File: src/sv/tkc_pkg.sv
// Package for the typed key comparator: type codes, result codes, front-to-back beat struct.
// No dependencies.
`timescale 1ns / 1ps
`default_nettype none
package tkc_pkg;

   localparam int unsigned MaxKeyWordsDefault = 1024;
   localparam int unsigned BlobHeadWordsDefault = 2;
   localparam int unsigned KindWidth = 5;
   localparam int unsigned FullWidth = 11;
   localparam int unsigned OrderWidth = 3;
   localparam logic [7:0] MinusChar = 8'h2d;

   typedef enum logic [4:0] {
      KIND_TINYINT = 5'd1, KIND_TINYUNS = 5'd2, KIND_SMALLINT = 5'd3,
      KIND_SMALLUNS = 5'd4, KIND_MEDINT = 5'd5, KIND_MEDUNS = 5'd6,
      KIND_INT = 5'd7, KIND_UNS = 5'd8, KIND_BIGINT = 5'd9, KIND_BIGUNS = 5'd10,
      KIND_FLOAT = 5'd11, KIND_DOUBLE = 5'd12, KIND_OLDDEC = 5'd13,
      KIND_CHAR = 5'd14, KIND_VARCHAR = 5'd15, KIND_BINARY = 5'd16,
      KIND_VARBIN = 5'd17, KIND_DATETIME = 5'd18, KIND_DATE = 5'd19,
      KIND_BLOB = 5'd20, KIND_TEXT = 5'd21, KIND_TIME = 5'd25,
      KIND_YEAR = 5'd26, KIND_TSTAMP = 5'd27, KIND_OLDDECUNS = 5'd28
   } kind_type;

   typedef enum logic [1:0] {
      CLS_WORD = 2'd0, CLS_WIDE = 2'd1, CLS_BYTES = 2'd2, CLS_NONE = 2'd3
   } class_type;

   typedef enum logic [1:0] {
      MODE_BYTES = 2'd0, MODE_STRING = 2'd1, MODE_DECIMAL = 2'd2
   } mode_type;

   typedef enum logic [1:0] {
      VERDICT_NONE = 2'd0, VERDICT_LESS = 2'd1, VERDICT_GREATER = 2'd2
   } verdict_type;

   typedef enum logic [2:0] {
      ORDER_LESS = 3'd0, ORDER_EQUAL = 3'd1, ORDER_GREATER = 3'd2,
      ORDER_UNKNOWN = 3'd3, ORDER_UNSUPPORTED = 3'd4
   } order_type;

   // classified beat handed from front to back
   typedef struct packed {
      logic [4:0] kind;
      class_type cls;
      mode_type mode;
      logic [3:0] skip_bytes;
      logic [31:0] word_a;
      logic [31:0] word_b;
      logic [10:0] full_words;
      logic last;
   } beat_type;

endpackage
`default_nettype wire

File: src/sv/typed_key_comparator.sv
// Typed key comparator top level: front classifier, two-beat queue, back compare engine.
// Depends on tkc_pkg, tkc_front, tkc_back.
//
// Usage: each request beat carries one word of each key plus the type code, the full key
// length in words and a last flag. Beats of one key pair stream in back to back; only the
// beat with tlast set yields a response beat holding the order code (less, equal, greater,
// unknown, unsupported).
// Throughput: one request beat per cycle, set by the single-beat compare in the back end,
// as long as the receiver does not stall. With nothing queued ahead, a last beat passes
// through the queue and then the output register before it reaches the response channel.
// Reset clears the queue, the per-key state and the response valid flag.
// When the receiver stalls, the response register holds; the back end stops taking beats and
// the two-entry queue fills, after which req_tready drops.
`timescale 1ns / 1ps
`default_nettype none
module typed_key_comparator #(
   parameter int unsigned MAX_KEY_WORDS = tkc_pkg::MaxKeyWordsDefault,
   parameter int unsigned BLOB_HEAD_WORDS = tkc_pkg::BlobHeadWordsDefault
) (
   input wire logic clock,
   input wire logic reset,
   input wire logic req_tvalid,
   output logic req_tready,
   input wire logic [79:0] req_tdata, // word_a[31:0], word_b[63:32], full_words[74:64], zeros
   input wire logic [4:0] req_tuser,  // kind
   input wire logic req_tlast,
   output logic rsp_tvalid,
   input wire logic rsp_tready,
   output logic [7:0] rsp_tdata       // order[2:0], zeros
);

   logic q_valid, q_ready;
   tkc_pkg::beat_type q_beat;
   logic unused_pad;

   assign unused_pad = ^req_tdata[79:75];

   tkc_front u_front (
      .clock(clock), .reset(reset),
      .req_tvalid(req_tvalid), .req_tready(req_tready),
      .req_kind(req_tuser), .req_word_a(req_tdata[31:0]), .req_word_b(req_tdata[63:32]),
      .req_full_words(req_tdata[74:64]), .req_last(req_tlast),
      .q_valid(q_valid), .q_ready(q_ready), .q_beat(q_beat)
   );

   tkc_back #(.MAX_KEY_WORDS(MAX_KEY_WORDS), .BLOB_HEAD_WORDS(BLOB_HEAD_WORDS)) u_back (
      .clock(clock), .reset(reset),
      .q_valid(q_valid), .q_ready(q_ready), .q_beat(q_beat),
      .rsp_tvalid(rsp_tvalid), .rsp_tready(rsp_tready), .rsp_tdata(rsp_tdata)
   );

endmodule
`default_nettype wire

File: src/sv/tkc_front.sv
// Front end: accepts request beats, classifies the type code, pushes into a 2-entry queue.
// Depends on tkc_pkg.
`timescale 1ns / 1ps
`default_nettype none
module tkc_front (
   input wire logic clock,
   input wire logic reset,
   input wire logic req_tvalid,
   output logic req_tready,
   input wire logic [4:0] req_kind,
   input wire logic [31:0] req_word_a,
   input wire logic [31:0] req_word_b,
   input wire logic [10:0] req_full_words,
   input wire logic req_last,
   output logic q_valid,
   input wire logic q_ready,
   output tkc_pkg::beat_type q_beat
);

   tkc_pkg::beat_type slot_ff [2];
   tkc_pkg::beat_type slot_in;
   logic [1:0] count_ff, count_in;
   logic rd_ptr_ff, rd_ptr_in, wr_ptr_ff, wr_ptr_in;
   logic push, pop;

   always_comb begin
      slot_in.kind = req_kind;
      slot_in.word_a = req_word_a;
      slot_in.word_b = req_word_b;
      slot_in.full_words = req_full_words;
      slot_in.last = req_last;
      slot_in.mode = tkc_pkg::MODE_BYTES;
      slot_in.skip_bytes = 4'd0;
      case (req_kind) inside
         tkc_pkg::KIND_TINYINT, tkc_pkg::KIND_TINYUNS, tkc_pkg::KIND_SMALLINT,
         tkc_pkg::KIND_SMALLUNS, tkc_pkg::KIND_MEDINT, tkc_pkg::KIND_MEDUNS,
         tkc_pkg::KIND_INT, tkc_pkg::KIND_UNS, tkc_pkg::KIND_FLOAT,
         tkc_pkg::KIND_DATE, tkc_pkg::KIND_TIME, tkc_pkg::KIND_YEAR,
         tkc_pkg::KIND_TSTAMP: slot_in.cls = tkc_pkg::CLS_WORD;
         tkc_pkg::KIND_BIGINT, tkc_pkg::KIND_BIGUNS, tkc_pkg::KIND_DOUBLE,
         tkc_pkg::KIND_DATETIME: slot_in.cls = tkc_pkg::CLS_WIDE;
         tkc_pkg::KIND_OLDDEC, tkc_pkg::KIND_OLDDECUNS: begin
            slot_in.cls = tkc_pkg::CLS_BYTES;
            slot_in.mode = tkc_pkg::MODE_DECIMAL;
         end
         tkc_pkg::KIND_VARCHAR: begin
            slot_in.cls = tkc_pkg::CLS_BYTES;
            slot_in.mode = tkc_pkg::MODE_STRING;
            slot_in.skip_bytes = 4'd2;
         end
         tkc_pkg::KIND_BINARY: slot_in.cls = tkc_pkg::CLS_BYTES;
         tkc_pkg::KIND_VARBIN: begin
            slot_in.cls = tkc_pkg::CLS_BYTES;
            slot_in.skip_bytes = 4'd2;
         end
         tkc_pkg::KIND_BLOB: begin
            slot_in.cls = tkc_pkg::CLS_BYTES;
            slot_in.skip_bytes = 4'd0; // blob head handled by word index in back
         end
         default: slot_in.cls = tkc_pkg::CLS_NONE;
      endcase
   end

   assign req_tready = (count_ff != 2'd2);
   assign push = req_tvalid && req_tready;
   assign q_valid = (count_ff != 2'd0);
   assign pop = q_valid && q_ready;
   assign q_beat = slot_ff[rd_ptr_ff];

   always_comb begin
      count_in = count_ff + {1'b0, push} - {1'b0, pop};
      wr_ptr_in = wr_ptr_ff ^ push;
      rd_ptr_in = rd_ptr_ff ^ pop;
   end

   always_ff @(posedge clock) begin
      if (reset) begin
         count_ff <= 2'd0;
         wr_ptr_ff <= 1'b0;
         rd_ptr_ff <= 1'b0;
      end else begin
         count_ff <= count_in;
         wr_ptr_ff <= wr_ptr_in;
         rd_ptr_ff <= rd_ptr_in;
      end
   end

   always_ff @(posedge clock) begin
      if (push) begin
         slot_ff[wr_ptr_ff] <= slot_in;
      end
   end

   property p_no_overflow;
      @(posedge clock) disable iff (reset) count_ff == 2'd2 |-> !push;
   endproperty
   a_no_overflow: assert property (p_no_overflow) else $error("queue overflow");

   property p_count_track;
      @(posedge clock) disable iff (reset)
         (push && !pop && count_ff != 2'd2) |=> count_ff == $past(count_ff) + 2'd1;
   endproperty
   a_count_track: assert property (p_count_track) else $error("queue count slip");

   property p_empty_no_pop;
      @(posedge clock) disable iff (reset) count_ff == 2'd0 |-> !q_valid;
   endproperty
   a_empty_no_pop: assert property (p_empty_no_pop) else $error("pop from empty");

endmodule
`default_nettype wire

File: src/sv/tkc_back.sv
// Back end: carries out each classified beat, keeps the per-key verdict, emits the order.
// Depends on tkc_pkg.
`timescale 1ns / 1ps
`default_nettype none
module tkc_back #(
   parameter int unsigned MAX_KEY_WORDS = tkc_pkg::MaxKeyWordsDefault,
   parameter int unsigned BLOB_HEAD_WORDS = tkc_pkg::BlobHeadWordsDefault
) (
   input wire logic clock,
   input wire logic reset,
   input wire logic q_valid,
   output logic q_ready,
   input wire tkc_pkg::beat_type q_beat,
   output logic rsp_tvalid,
   input wire logic rsp_tready,
   output logic [7:0] rsp_tdata
);

   localparam int unsigned CntWidth = $clog2(MAX_KEY_WORDS + 1);
   localparam int unsigned CmpWidth = (CntWidth > 11) ? CntWidth : 11;

   logic [CntWidth-1:0] seen_ff, seen_in;
   tkc_pkg::verdict_type verdict_ff, verdict_in;
   logic [31:0] low_a_ff, low_a_in, low_b_ff, low_b_in;
   logic neg_ff, neg_in, ended_ff, ended_in;
   logic out_valid_ff, out_valid_in;
   logic [2:0] out_order_ff, out_order_in;

   logic take, below_max, first_word, second_word;
   logic [7:0] ca, cb;
   tkc_pkg::verdict_type wv, dv, bv;
   logic [63:0] va, vb, wa, wb;
   logic nan_a, nan_b;
   logic [CmpWidth-1:0] size_w, full_w;
   logic [CmpWidth+2:0] base_byte, byte_pos, skip_w;
   logic [2:0] ord;
   logic complete, decided;

   function automatic tkc_pkg::verdict_type rel64(input logic [63:0] a, input logic [63:0] b);
      if (a < b) return tkc_pkg::VERDICT_LESS;
      else if (a > b) return tkc_pkg::VERDICT_GREATER;
      return tkc_pkg::VERDICT_NONE;
   endfunction

   function automatic logic [31:0] fkey(input logic [31:0] w);
      if (w[30:0] == 31'd0) return 32'h8000_0000;
      if (w[31]) return ~w;
      return w | 32'h8000_0000;
   endfunction

   function automatic logic [63:0] dkey(input logic [63:0] w);
      if (w[62:0] == 63'd0) return 64'h8000_0000_0000_0000;
      if (w[63]) return ~w;
      return w | 64'h8000_0000_0000_0000;
   endfunction

   assign q_ready = !out_valid_ff || rsp_tready;
   assign take = q_valid && q_ready;
   assign below_max = (CmpWidth'(seen_ff) < CmpWidth'(MAX_KEY_WORDS));
   assign first_word = (seen_ff == '0);
   assign second_word = (seen_ff == CntWidth'(1));

   // single-word compare
   always_comb begin
      wa = {32'd0, q_beat.word_a};
      wb = {32'd0, q_beat.word_b};
      case (q_beat.kind) inside
         tkc_pkg::KIND_TINYINT: begin
            wa = {56'd0, q_beat.word_a[7:0] ^ 8'h80};
            wb = {56'd0, q_beat.word_b[7:0] ^ 8'h80};
         end
         tkc_pkg::KIND_TINYUNS, tkc_pkg::KIND_YEAR: begin
            wa = {56'd0, q_beat.word_a[7:0]};
            wb = {56'd0, q_beat.word_b[7:0]};
         end
         tkc_pkg::KIND_SMALLINT: begin
            wa = {48'd0, q_beat.word_a[15:0] ^ 16'h8000};
            wb = {48'd0, q_beat.word_b[15:0] ^ 16'h8000};
         end
         tkc_pkg::KIND_SMALLUNS: begin
            wa = {48'd0, q_beat.word_a[15:0]};
            wb = {48'd0, q_beat.word_b[15:0]};
         end
         tkc_pkg::KIND_MEDINT, tkc_pkg::KIND_TIME: begin
            wa = {40'd0, q_beat.word_a[23:0] ^ 24'h80_0000};
            wb = {40'd0, q_beat.word_b[23:0] ^ 24'h80_0000};
         end
         tkc_pkg::KIND_MEDUNS, tkc_pkg::KIND_DATE: begin
            wa = {40'd0, q_beat.word_a[23:0]};
            wb = {40'd0, q_beat.word_b[23:0]};
         end
         tkc_pkg::KIND_INT: begin
            wa = {32'd0, q_beat.word_a ^ 32'h8000_0000};
            wb = {32'd0, q_beat.word_b ^ 32'h8000_0000};
         end
         tkc_pkg::KIND_FLOAT: begin
            wa = {32'd0, fkey(q_beat.word_a)};
            wb = {32'd0, fkey(q_beat.word_b)};
         end
         default: ;
      endcase
      nan_a = (q_beat.word_a[30:23] == 8'hff) && (q_beat.word_a[22:0] != 23'd0);
      nan_b = (q_beat.word_b[30:23] == 8'hff) && (q_beat.word_b[22:0] != 23'd0);
      wv = rel64(wa, wb);
      if (q_beat.kind == tkc_pkg::KIND_FLOAT && (nan_a || nan_b)) begin
         wv = tkc_pkg::VERDICT_NONE;
      end
   end

   // two-word compare
   always_comb begin
      va = {q_beat.word_a, low_a_ff};
      vb = {q_beat.word_b, low_b_ff};
      dv = rel64({q_beat.word_a ^ 32'h8000_0000, low_a_ff},
                 {q_beat.word_b ^ 32'h8000_0000, low_b_ff});
      if (q_beat.kind == tkc_pkg::KIND_BIGUNS) begin
         dv = rel64(va, vb);
      end else if (q_beat.kind == tkc_pkg::KIND_DOUBLE) begin
         if (((va[62:52] == 11'h7ff) && (va[51:0] != 52'd0)) ||
             ((vb[62:52] == 11'h7ff) && (vb[51:0] != 52'd0))) begin
            dv = tkc_pkg::VERDICT_NONE;
         end else begin
            dv = rel64(dkey(va), dkey(vb));
         end
      end
   end

   // bytewise walk over the four byte lanes of the beat
   always_comb begin
      bv = verdict_ff;
      neg_in = neg_ff;
      ended_in = ended_ff;
      base_byte = (CmpWidth+3)'({seen_ff, 2'b00});
      skip_w = (q_beat.kind == tkc_pkg::KIND_BLOB) ? (CmpWidth+3)'(BLOB_HEAD_WORDS * 4)
                                                 : (CmpWidth+3)'(q_beat.skip_bytes);
      ca = 8'd0;
      cb = 8'd0;
      byte_pos = '0;
      for (int i = 0; i < 4; i++) begin
         ca = q_beat.word_a[8*i +: 8];
         cb = q_beat.word_b[8*i +: 8];
         byte_pos = base_byte + (CmpWidth+3)'(i);
         if (byte_pos >= skip_w && bv == tkc_pkg::VERDICT_NONE &&
             !(q_beat.mode == tkc_pkg::MODE_STRING && ended_in)) begin
            if (q_beat.mode == tkc_pkg::MODE_DECIMAL) begin
               if (ca == cb) begin
                  if (ca == tkc_pkg::MinusChar) neg_in = 1'b1;
               end else if (ca == tkc_pkg::MinusChar) begin
                  bv = tkc_pkg::VERDICT_LESS;
               end else if (cb == tkc_pkg::MinusChar) begin
                  bv = tkc_pkg::VERDICT_GREATER;
               end else begin
                  bv = ((ca < cb) ^ neg_in) ? tkc_pkg::VERDICT_LESS
                                           : tkc_pkg::VERDICT_GREATER;
               end
            end else if (ca != cb) begin
               bv = (ca < cb) ? tkc_pkg::VERDICT_LESS : tkc_pkg::VERDICT_GREATER;
            end else if (q_beat.mode == tkc_pkg::MODE_STRING && ca == 8'd0) begin
               ended_in = 1'b1;
            end
         end
      end
   end

   always_comb begin
      verdict_in = verdict_ff;
      low_a_in = low_a_ff;
      low_b_in = low_b_ff;
      seen_in = seen_ff;
      if (below_max) begin
         seen_in = seen_ff + CntWidth'(1);
         case (q_beat.cls)
            tkc_pkg::CLS_WORD: if (first_word) verdict_in = wv;
            tkc_pkg::CLS_WIDE: begin
               if (first_word) begin
                  low_a_in = q_beat.word_a;
                  low_b_in = q_beat.word_b;
               end else if (second_word) begin
                  verdict_in = dv;
               end
            end
            tkc_pkg::CLS_BYTES: verdict_in = bv;
            default: ;
         endcase
      end

      size_w = CmpWidth'(seen_in);
      full_w = CmpWidth'(q_beat.full_words);
      complete = (size_w == full_w);
      decided = (verdict_in != tkc_pkg::VERDICT_NONE);
      case (verdict_in)
         tkc_pkg::VERDICT_LESS: ord = tkc_pkg::ORDER_LESS;
         tkc_pkg::VERDICT_GREATER: ord = tkc_pkg::ORDER_GREATER;
         default: ord = tkc_pkg::ORDER_EQUAL;
      endcase
      case (q_beat.cls)
         tkc_pkg::CLS_WORD: ;
         tkc_pkg::CLS_WIDE: if (size_w < CmpWidth'(2)) ord = tkc_pkg::ORDER_UNKNOWN;
         tkc_pkg::CLS_BYTES: begin
            if (q_beat.mode == tkc_pkg::MODE_DECIMAL) begin
               if (!complete) ord = tkc_pkg::ORDER_UNKNOWN;
            end else if (q_beat.kind == tkc_pkg::KIND_BLOB) begin
               if (size_w < CmpWidth'(BLOB_HEAD_WORDS + 1) || (!decided && !complete))
                  ord = tkc_pkg::ORDER_UNKNOWN;
            end else if (!decided && !complete) begin
               ord = tkc_pkg::ORDER_UNKNOWN;
            end
         end
         default: ord = tkc_pkg::ORDER_UNSUPPORTED;
      endcase
      if (ord != tkc_pkg::ORDER_UNSUPPORTED && (full_w == '0 || size_w > full_w)) begin
         ord = tkc_pkg::ORDER_UNKNOWN;
      end

      out_valid_in = out_valid_ff && !rsp_tready;
      out_order_in = out_order_ff;
      if (take && q_beat.last) begin
         out_valid_in = 1'b1;
         out_order_in = ord;
      end
   end

   always_ff @(posedge clock) begin
      if (reset) begin
         seen_ff <= '0;
         verdict_ff <= tkc_pkg::VERDICT_NONE;
         low_a_ff <= 32'd0;
         low_b_ff <= 32'd0;
         neg_ff <= 1'b0;
         ended_ff <= 1'b0;
         out_valid_ff <= 1'b0;
      end else begin
         out_valid_ff <= out_valid_in;
         if (take) begin
            if (q_beat.last) begin
               seen_ff <= '0;
               verdict_ff <= tkc_pkg::VERDICT_NONE;
               low_a_ff <= 32'd0;
               low_b_ff <= 32'd0;
               neg_ff <= 1'b0;
               ended_ff <= 1'b0;
            end else begin
               seen_ff <= seen_in;
               verdict_ff <= verdict_in;
               low_a_ff <= low_a_in;
               low_b_ff <= low_b_in;
               if (below_max && q_beat.cls == tkc_pkg::CLS_BYTES) begin
                  neg_ff <= neg_in;
                  ended_ff <= ended_in;
               end
            end
         end
      end
   end

   always_ff @(posedge clock) begin
      out_order_ff <= out_order_in;
   end

   assign rsp_tvalid = out_valid_ff;
   assign rsp_tdata = {5'd0, out_order_ff};

   property p_seen_bounded;
      @(posedge clock) disable iff (reset) CmpWidth'(seen_ff) <= CmpWidth'(MAX_KEY_WORDS);
   endproperty
   a_seen_bounded: assert property (p_seen_bounded) else $error("word count past limit");

   property p_clear_after_last;
      @(posedge clock) disable iff (reset) (take && q_beat.last) |=>
         (seen_ff == '0 && verdict_ff == tkc_pkg::VERDICT_NONE);
   endproperty
   a_clear_after_last: assert property (p_clear_after_last) else $error("state not cleared");

   property p_order_range;
      @(posedge clock) disable iff (reset) rsp_tvalid |-> out_order_ff <= 3'd4;
   endproperty
   a_order_range: assert property (p_order_range) else $error("order out of range");

endmodule
`default_nettype wire
File: config.mk
export PLATFORM = sky130hd
export DESIGN_NAME = typed_key_comparator
export DESIGN_NICKNAME = d
export VERILOG_FILES = /design/src/sv/tkc_pkg.sv /design/src/sv/typed_key_comparator.sv /design/src/sv/tkc_front.sv /design/src/sv/tkc_back.sv
export SDC_FILE = /design/constraint.sdc
export NUM_CORES = 1
export LEC_CHECK = 0
export BUFFER_PORTS_ARGS = -buffer_cell sky130_fd_sc_hd__buf_2
export CAP_MARGIN = 20
export CORE_ASPECT_RATIO = 1.1
export CORE_UTILIZATION = 42
export CTS_CLUSTER_SIZE = 30
export DETAILED_ROUTE_END_ITERATION = 8
export RECOVER_POWER = 100
export SETUP_SLACK_MARGIN = 0.15
export SYNTH_ARGS = -nofsm -noshare
export SYNTH_HDL_FRONTEND = slang
export SYNTH_HIERARCHICAL = 1
export SYNTH_SLANG_ARGS = --single-unit
File: constraint.sdc
create_clock -name clock -period 17.6 [get_ports clock]
set_input_delay 1.76 -clock clock [delete_from_list [all_inputs] [get_ports clock]]
set_output_delay 1.76 -clock clock [all_outputs]
set_load 0.05 [all_outputs]
* Yosys cells after proc, flatten, opt, wreduce, memory -nomap -nowiden *
Memories as Yosys holds them, arrays and structs flattened. A register that Yosys moved wholly into a read port is not among the register bits.
Cells that the tools add are included.

operators by class
  $add $sub $neg = 6
  multipliers = 0
  div/mod/pow operators = 0
  order comparisons = 20
  eq/ne operators = 67
  shift-type cells = 0
  muxes and demuxes = 234
  bitwise operators = 18
  reductions and logical operators = 74

operator list
  kind                   number
  $mux 64                23
  $mux 32                23
  $gt 64x64->1           4
  $lt 64x64->1           4
  $mux 2                 68
  $not 64->64            2
  $logic_not 63->1       2
  $mux 1                 108
  $reduce_bool 52->1     2
  $eq 5x5->1 const B     13
  $eq 8x6->1 const B     8
  $not 32->32            2
  $logic_not 31->1       2
  $eq 5x4->1 const B     10
  $reduce_bool 23->1     2
  $ge 14x14->1           3
  $eq 5x3->1 const B     8
  $eq 8x8->1             4
  $logic_not 8->1        4
  $lt 8x8->1             4
  $ne 8x8->1             4
  $add 13x2->14 const B  2
  $logic_and 1x1->1      28
  $eq 11x11->1 const B   2
  other kinds (35)       87

word-level totals
  bits in registers = 87
  latch bits = 0
  RAM bits = 178
  ROM bits = 0
  output and inout port bits = 10
  logic and storage cells = 431
  memories kept = 1

memory list
  memory           words  width  rd ports  clocked after memory_dff  wr ports  line             source
  u_front.slot_ff  2      89     1         1                         1         tkc_front.sv:20  tkc_pkg::beat_type slot_ff [2];

* Logic depth before layout (Yosys ltp) *
  word-level depth = 47
  mapped depth = 34
  gate-level depth less buffers = 29

* Cells and area by module *
The synthesis kept the hierarchy.

modules (own cells, without submodules)
  module     times used  cells each  area each (um^2)
  tkc_back   1           1686        11772.5
  tkc_front  1           325         6623.9

* Least setup slack after synthesis *
Ideal clock, no wire load.

  kind = reg2reg
  start point = reg, netlist name u_front/rd_ptr_ff
  end point = reg u_back.out_order_ff[0] (data pin)
  setup time = 255 ps
  data arrival time = 6218 ps
  path slack = 11127 ps
  stages on the path, launching flop included = 33
  path buffers = 4
  period minus slack after synthesis = 6473 ps
  path through = dfxtp_1 > buf_2 > buf_2 > buf_4 > mux2_2 > or4_1 > or3_1 > nor4_1 > o21ai_1 > clkbuf_1 > nand2_1 > o21ai_0 > nand2_1 > ha_1 > a21o_1 > a21o_1 > a211oi_1 > o211a_1 > a21oi_1 > or3_1 > o21ai_1 > a21oi_1 > and2_1 > or2_1 > ha_1 > nor2_1 > nor2_1 > nor2_1 > o2111ai_1 > a21oi_1 > o41ai_1 > nor2_1 > nor2_1

RTL lines
  item                  line             source
  end signal, assigned  tkc_back.sv:257  out_order_ff <= out_order_in;
  end, declared         tkc_back.sv:27   logic [2:0] out_order_ff, out_order_in;

==> results.md <==
* Peak VDD IR at 0.112 mV
* Worst-Margin Slew at 3.95 ns
* Postcts setup bufs at 0
* Num CTS Buffers at 28
* Crit-path most repeated cell: nor2_1
* Share of layout cells above drive strength 1 at 9.87%
* Synth area leaders: edfxtp_1 (29%), ha_1 (13%), dfxtp_1 (9.1%)
* DRT Pass-1 Iters at 7
* Internal power at 1.85 mW
* First-pass GRT wire length at 81400 µm
* CTS sink count at 259
* Worst r2r src: u_front/rd_ptr_ff$_SDFF_PP0_
* Final min period at 12.35 ns
* I/O pins at 100
* Worst Skew at 0.0122 ns
* Max cap viols at 6
* M3 GR Usage at 2.12%
* P_leak at 7.96 nW
* DRT iter0 DRCs at 1240
* Worst-path maximum fanout at 60
* Largest net degree at the start of global routing at 86
* Initial antenna violation count at 0
* Failing checks: design-rule violations, max-capacitance violations, max-slew violations
* CTS H-tree depth at 1
* Setup CP Type: reg -> reg
* Synthesized area at 18400 µm²
* Routed via count at 15100
* Overflow after GRT at 0
* CP endpoint kind: flop
* Yosys Warn Count at 6
* Total GRT Usage at 23.1%
* Starting Density at 42.5%
* Most frequent cell after synthesis: nor2_1
* Max incr delay on CP at 1.90 ns
* Post-synthesis sequential area ratio at 37.7%
* Avg Synthesized Cell Area at 9.15 µm²
* R2R depth at 26
* RSZ-0062 raised after global routing: false
* Most area-hungry cell type in the Yosys netlist: edfxtp_1
* Sequential share of power at 23.9%
* DPL Wire Length at 38600 µm
* Crit path launch: u_front/rd_ptr_ff$_SDFF_PP0_
* Worst hold path depth at 2
* Critical Path AT at 12.76 ns
* Max_slew headroom at -164%
* Setup Viol. Count Final at 0
* Sw Ratio at 45.8%
* Outcome: complete, but fails checks
* Area delta synth->final at 8.83%
* Top post-synthesis cells by count: nor2_1 (257), ha_1 (189), nand2_1 (182), edfxtp_1 (175), a21oi_1 (122)
* R2r endpoint: u_back/out_order_ff[1]$_SDFFCE_PP1P_
* Top FF cell, synth: edfxtp_1
* Skew-Pair Late Insertion Delay at 0.55 ns
* DR vias/cell at 5.75
* Nets@finish at 2313
* Cell Rows at 80
* Setup TNS at 0 ns
* Worst path slowest cell: clkbuf_1
* Worst EP required at 18.01 ns
* Fin. max-slew vios at 373
* Remaining antenna violation count after routing at 0
* Post-DR wirelength/cell at 19.9 µm
* Die height at 222 µm
* Vias in the first global route at 14600
* Fill cells at 4168
* Post-synthesis cell type count at 81
* Fmax at 81.0 MHz
* Final GP Congestion at 0.907
* Synth async-reset ratio at 0%
* Inserted Diodes at 0
* IO buf count at 89
* GR peak layer: met2
* # resized after CTS at 0
* Clk slew on worst S/H paths at 0.06 ns
* PD cells at 170 nW/µm²
* Die W at 202 µm
* Combinational share of power at 59.2%
* CTS Hold Bufs at 0
* Hold Fails Final Rpt at 0
* DRT Wirelength at 52300 µm
* Reported net switching power at 1.56 mW
* CTS tree: built
* #FFs+latches synth at 259
* Core area at 43200 µm²
* Area of the die at 44600 µm²
* M2 GR Usage at 39.7%
* EDFF count, synth at 175
* Crit path capture: u_back/out_order_ff[1]$_SDFFCE_PP1P_
* Cells after synthesis at 2011
* Clock Power Share at 16.9%
* CTS max path bufs at 3
* Clock root buffer master: clkbuf_16
* Crit start category: flop
* Placed inst area at 19200 µm²
* DRC errors left at 1
* Crit share post-route at 70.2%
* Hold Crit Class: reg -> reg
* GR Util met1 at 30.0%
* R2r setup slk at 5.25 ns
* Final Instance Area at 20000 µm²
* Share of the synthesized area in the top cell type at 28.6%
==> cell usage in the layout (no fill, tap or decap), types with 32 or more instances in the layout <==
master    count
edfxtp_1    175
nand2_1     181
inv_1       108
nand3_1      34
nand4_1      48
clkbuf_1     57
a22oi_1      72
xor2_1       65
nor2_1      257
ha_1        189
nor4_1       46
xnor2_1      72
dfxtp_1      84
nor3_1       32
mux2_2       81
a21oi_1     122
buf_2        41
o21ai_0      68
==> power by group through the flow <==
| stage | clock [mW] | sequential, mW | combinational [mW] |
|---|---|---|---|
| floorplan | 0 | 0.807 | 1.48 |
| global placement | 0 | 0.821 | 1.94 |
| detailed placement | 0 | 0.825 | 1.99 |
| CTS | 0.593 | 0.812 | 2.00 |
| global route | 0.612 | 0.829 | 2.24 |
| finish | 0.576 | 0.817 | 2.02 |
==> area by class of cell <==
type | instances | area, µm² | area share (%)
inverter | 108 | 405 | 2.02
sequential | 259 | 6940 | 34.6
clock inverter | 19 | 164 | 0.819
tap | 574 | 718 | 3.59
clock buffer | 33 | 741 | 3.70
multi-input combinational | 1532 | 10600 | 52.8
timing repair buffer | 105 | 487 | 2.43
==> cells by family after synthesis <==
family | share of synthesized area [%]
simple gates | 18.0
compound gates | 14.1
flops | 37.7
buf+inv | 5.04
fa+ha+maj | 12.9
xor+xnor | 6.52
mux | 5.65
other cells | 0.0408
==> per-layer routing <==
layer  vias to the layer above  share of wire [%]
li1                       7327                  -
met1                      7244                 43
met2                       450                 49
met3                        89                5.0
met4                         0                3.4
met5                         -                  0
==> state kept, by name (all words and copies together) (netlist names) <==
signal,count
u_back/rsp_tvalid,1
u_front/slot_ff,172
u_front/wr_ptr_ff,1
u_back/ended_ff,1
u_back/neg_ff,1
u_back/low_b_ff,32
u_back/out_order_ff,3
u_back/low_a_ff,32
u_front/rd_ptr_ff,1
u_front/count_ff,2
u_back/verdict_ff,2
u_back/seen_ff,11
==> worst min-delay path by stage <==
stage | slack [ns] | to | from
6_report | 0.52 | u_back/ended_ff$_SDFFE_PP0P_ | u_back/ended_ff$_SDFFE_PP0P_
5_1_grt | 0.55 | u_back/ended_ff$_SDFFE_PP0P_ | u_back/ended_ff$_SDFFE_PP0P_
4_1_cts | 0.52 | u_back/ended_ff$_SDFFE_PP0P_ | u_back/ended_ff$_SDFFE_PP0P_
3_5_place_dp | 0.50 | u_back/ended_ff$_SDFFE_PP0P_ | u_back/ended_ff$_SDFFE_PP0P_
3_3_place_gp | 0.49 | u_back/ended_ff$_SDFFE_PP0P_ | u_back/ended_ff$_SDFFE_PP0P_
2_1_floorplan | 0.47 | u_back/ended_ff$_SDFFE_PP0P_ | u_back/ended_ff$_SDFFE_PP0P_
==> metrics by stage <==
stage	power (mW)	hold WS, ns	cells	utilization (%)	setup WS (ns)
floorplan	2.29	0.466	2017	-	11.13
global placement	2.76	0.491	2578	44.5	8.97
detailed placement	2.81	0.498	2578	44.5	8.95
CTS	3.41	0.519	2630	46.6	8.90
global route	3.68	0.552	2630	46.3	4.40
finish	3.41	0.516	2630	46.3	5.25
==> worst max-delay path: cells and delay by family (launching register included) <==
kind | cells | cell delay, ns
AND/OR/NAND/NOR | 15 | 5.00
buffers and inverters | 2 | 3.02
flip-flops | 1 | 1.65
AO/OA/AOI/OAI | 6 | 1.34
multiplexers | 1 | 0.63
adder cells (fa/ha/maj) | 2 | 0.47
Power figures use the tool's default switching activity.
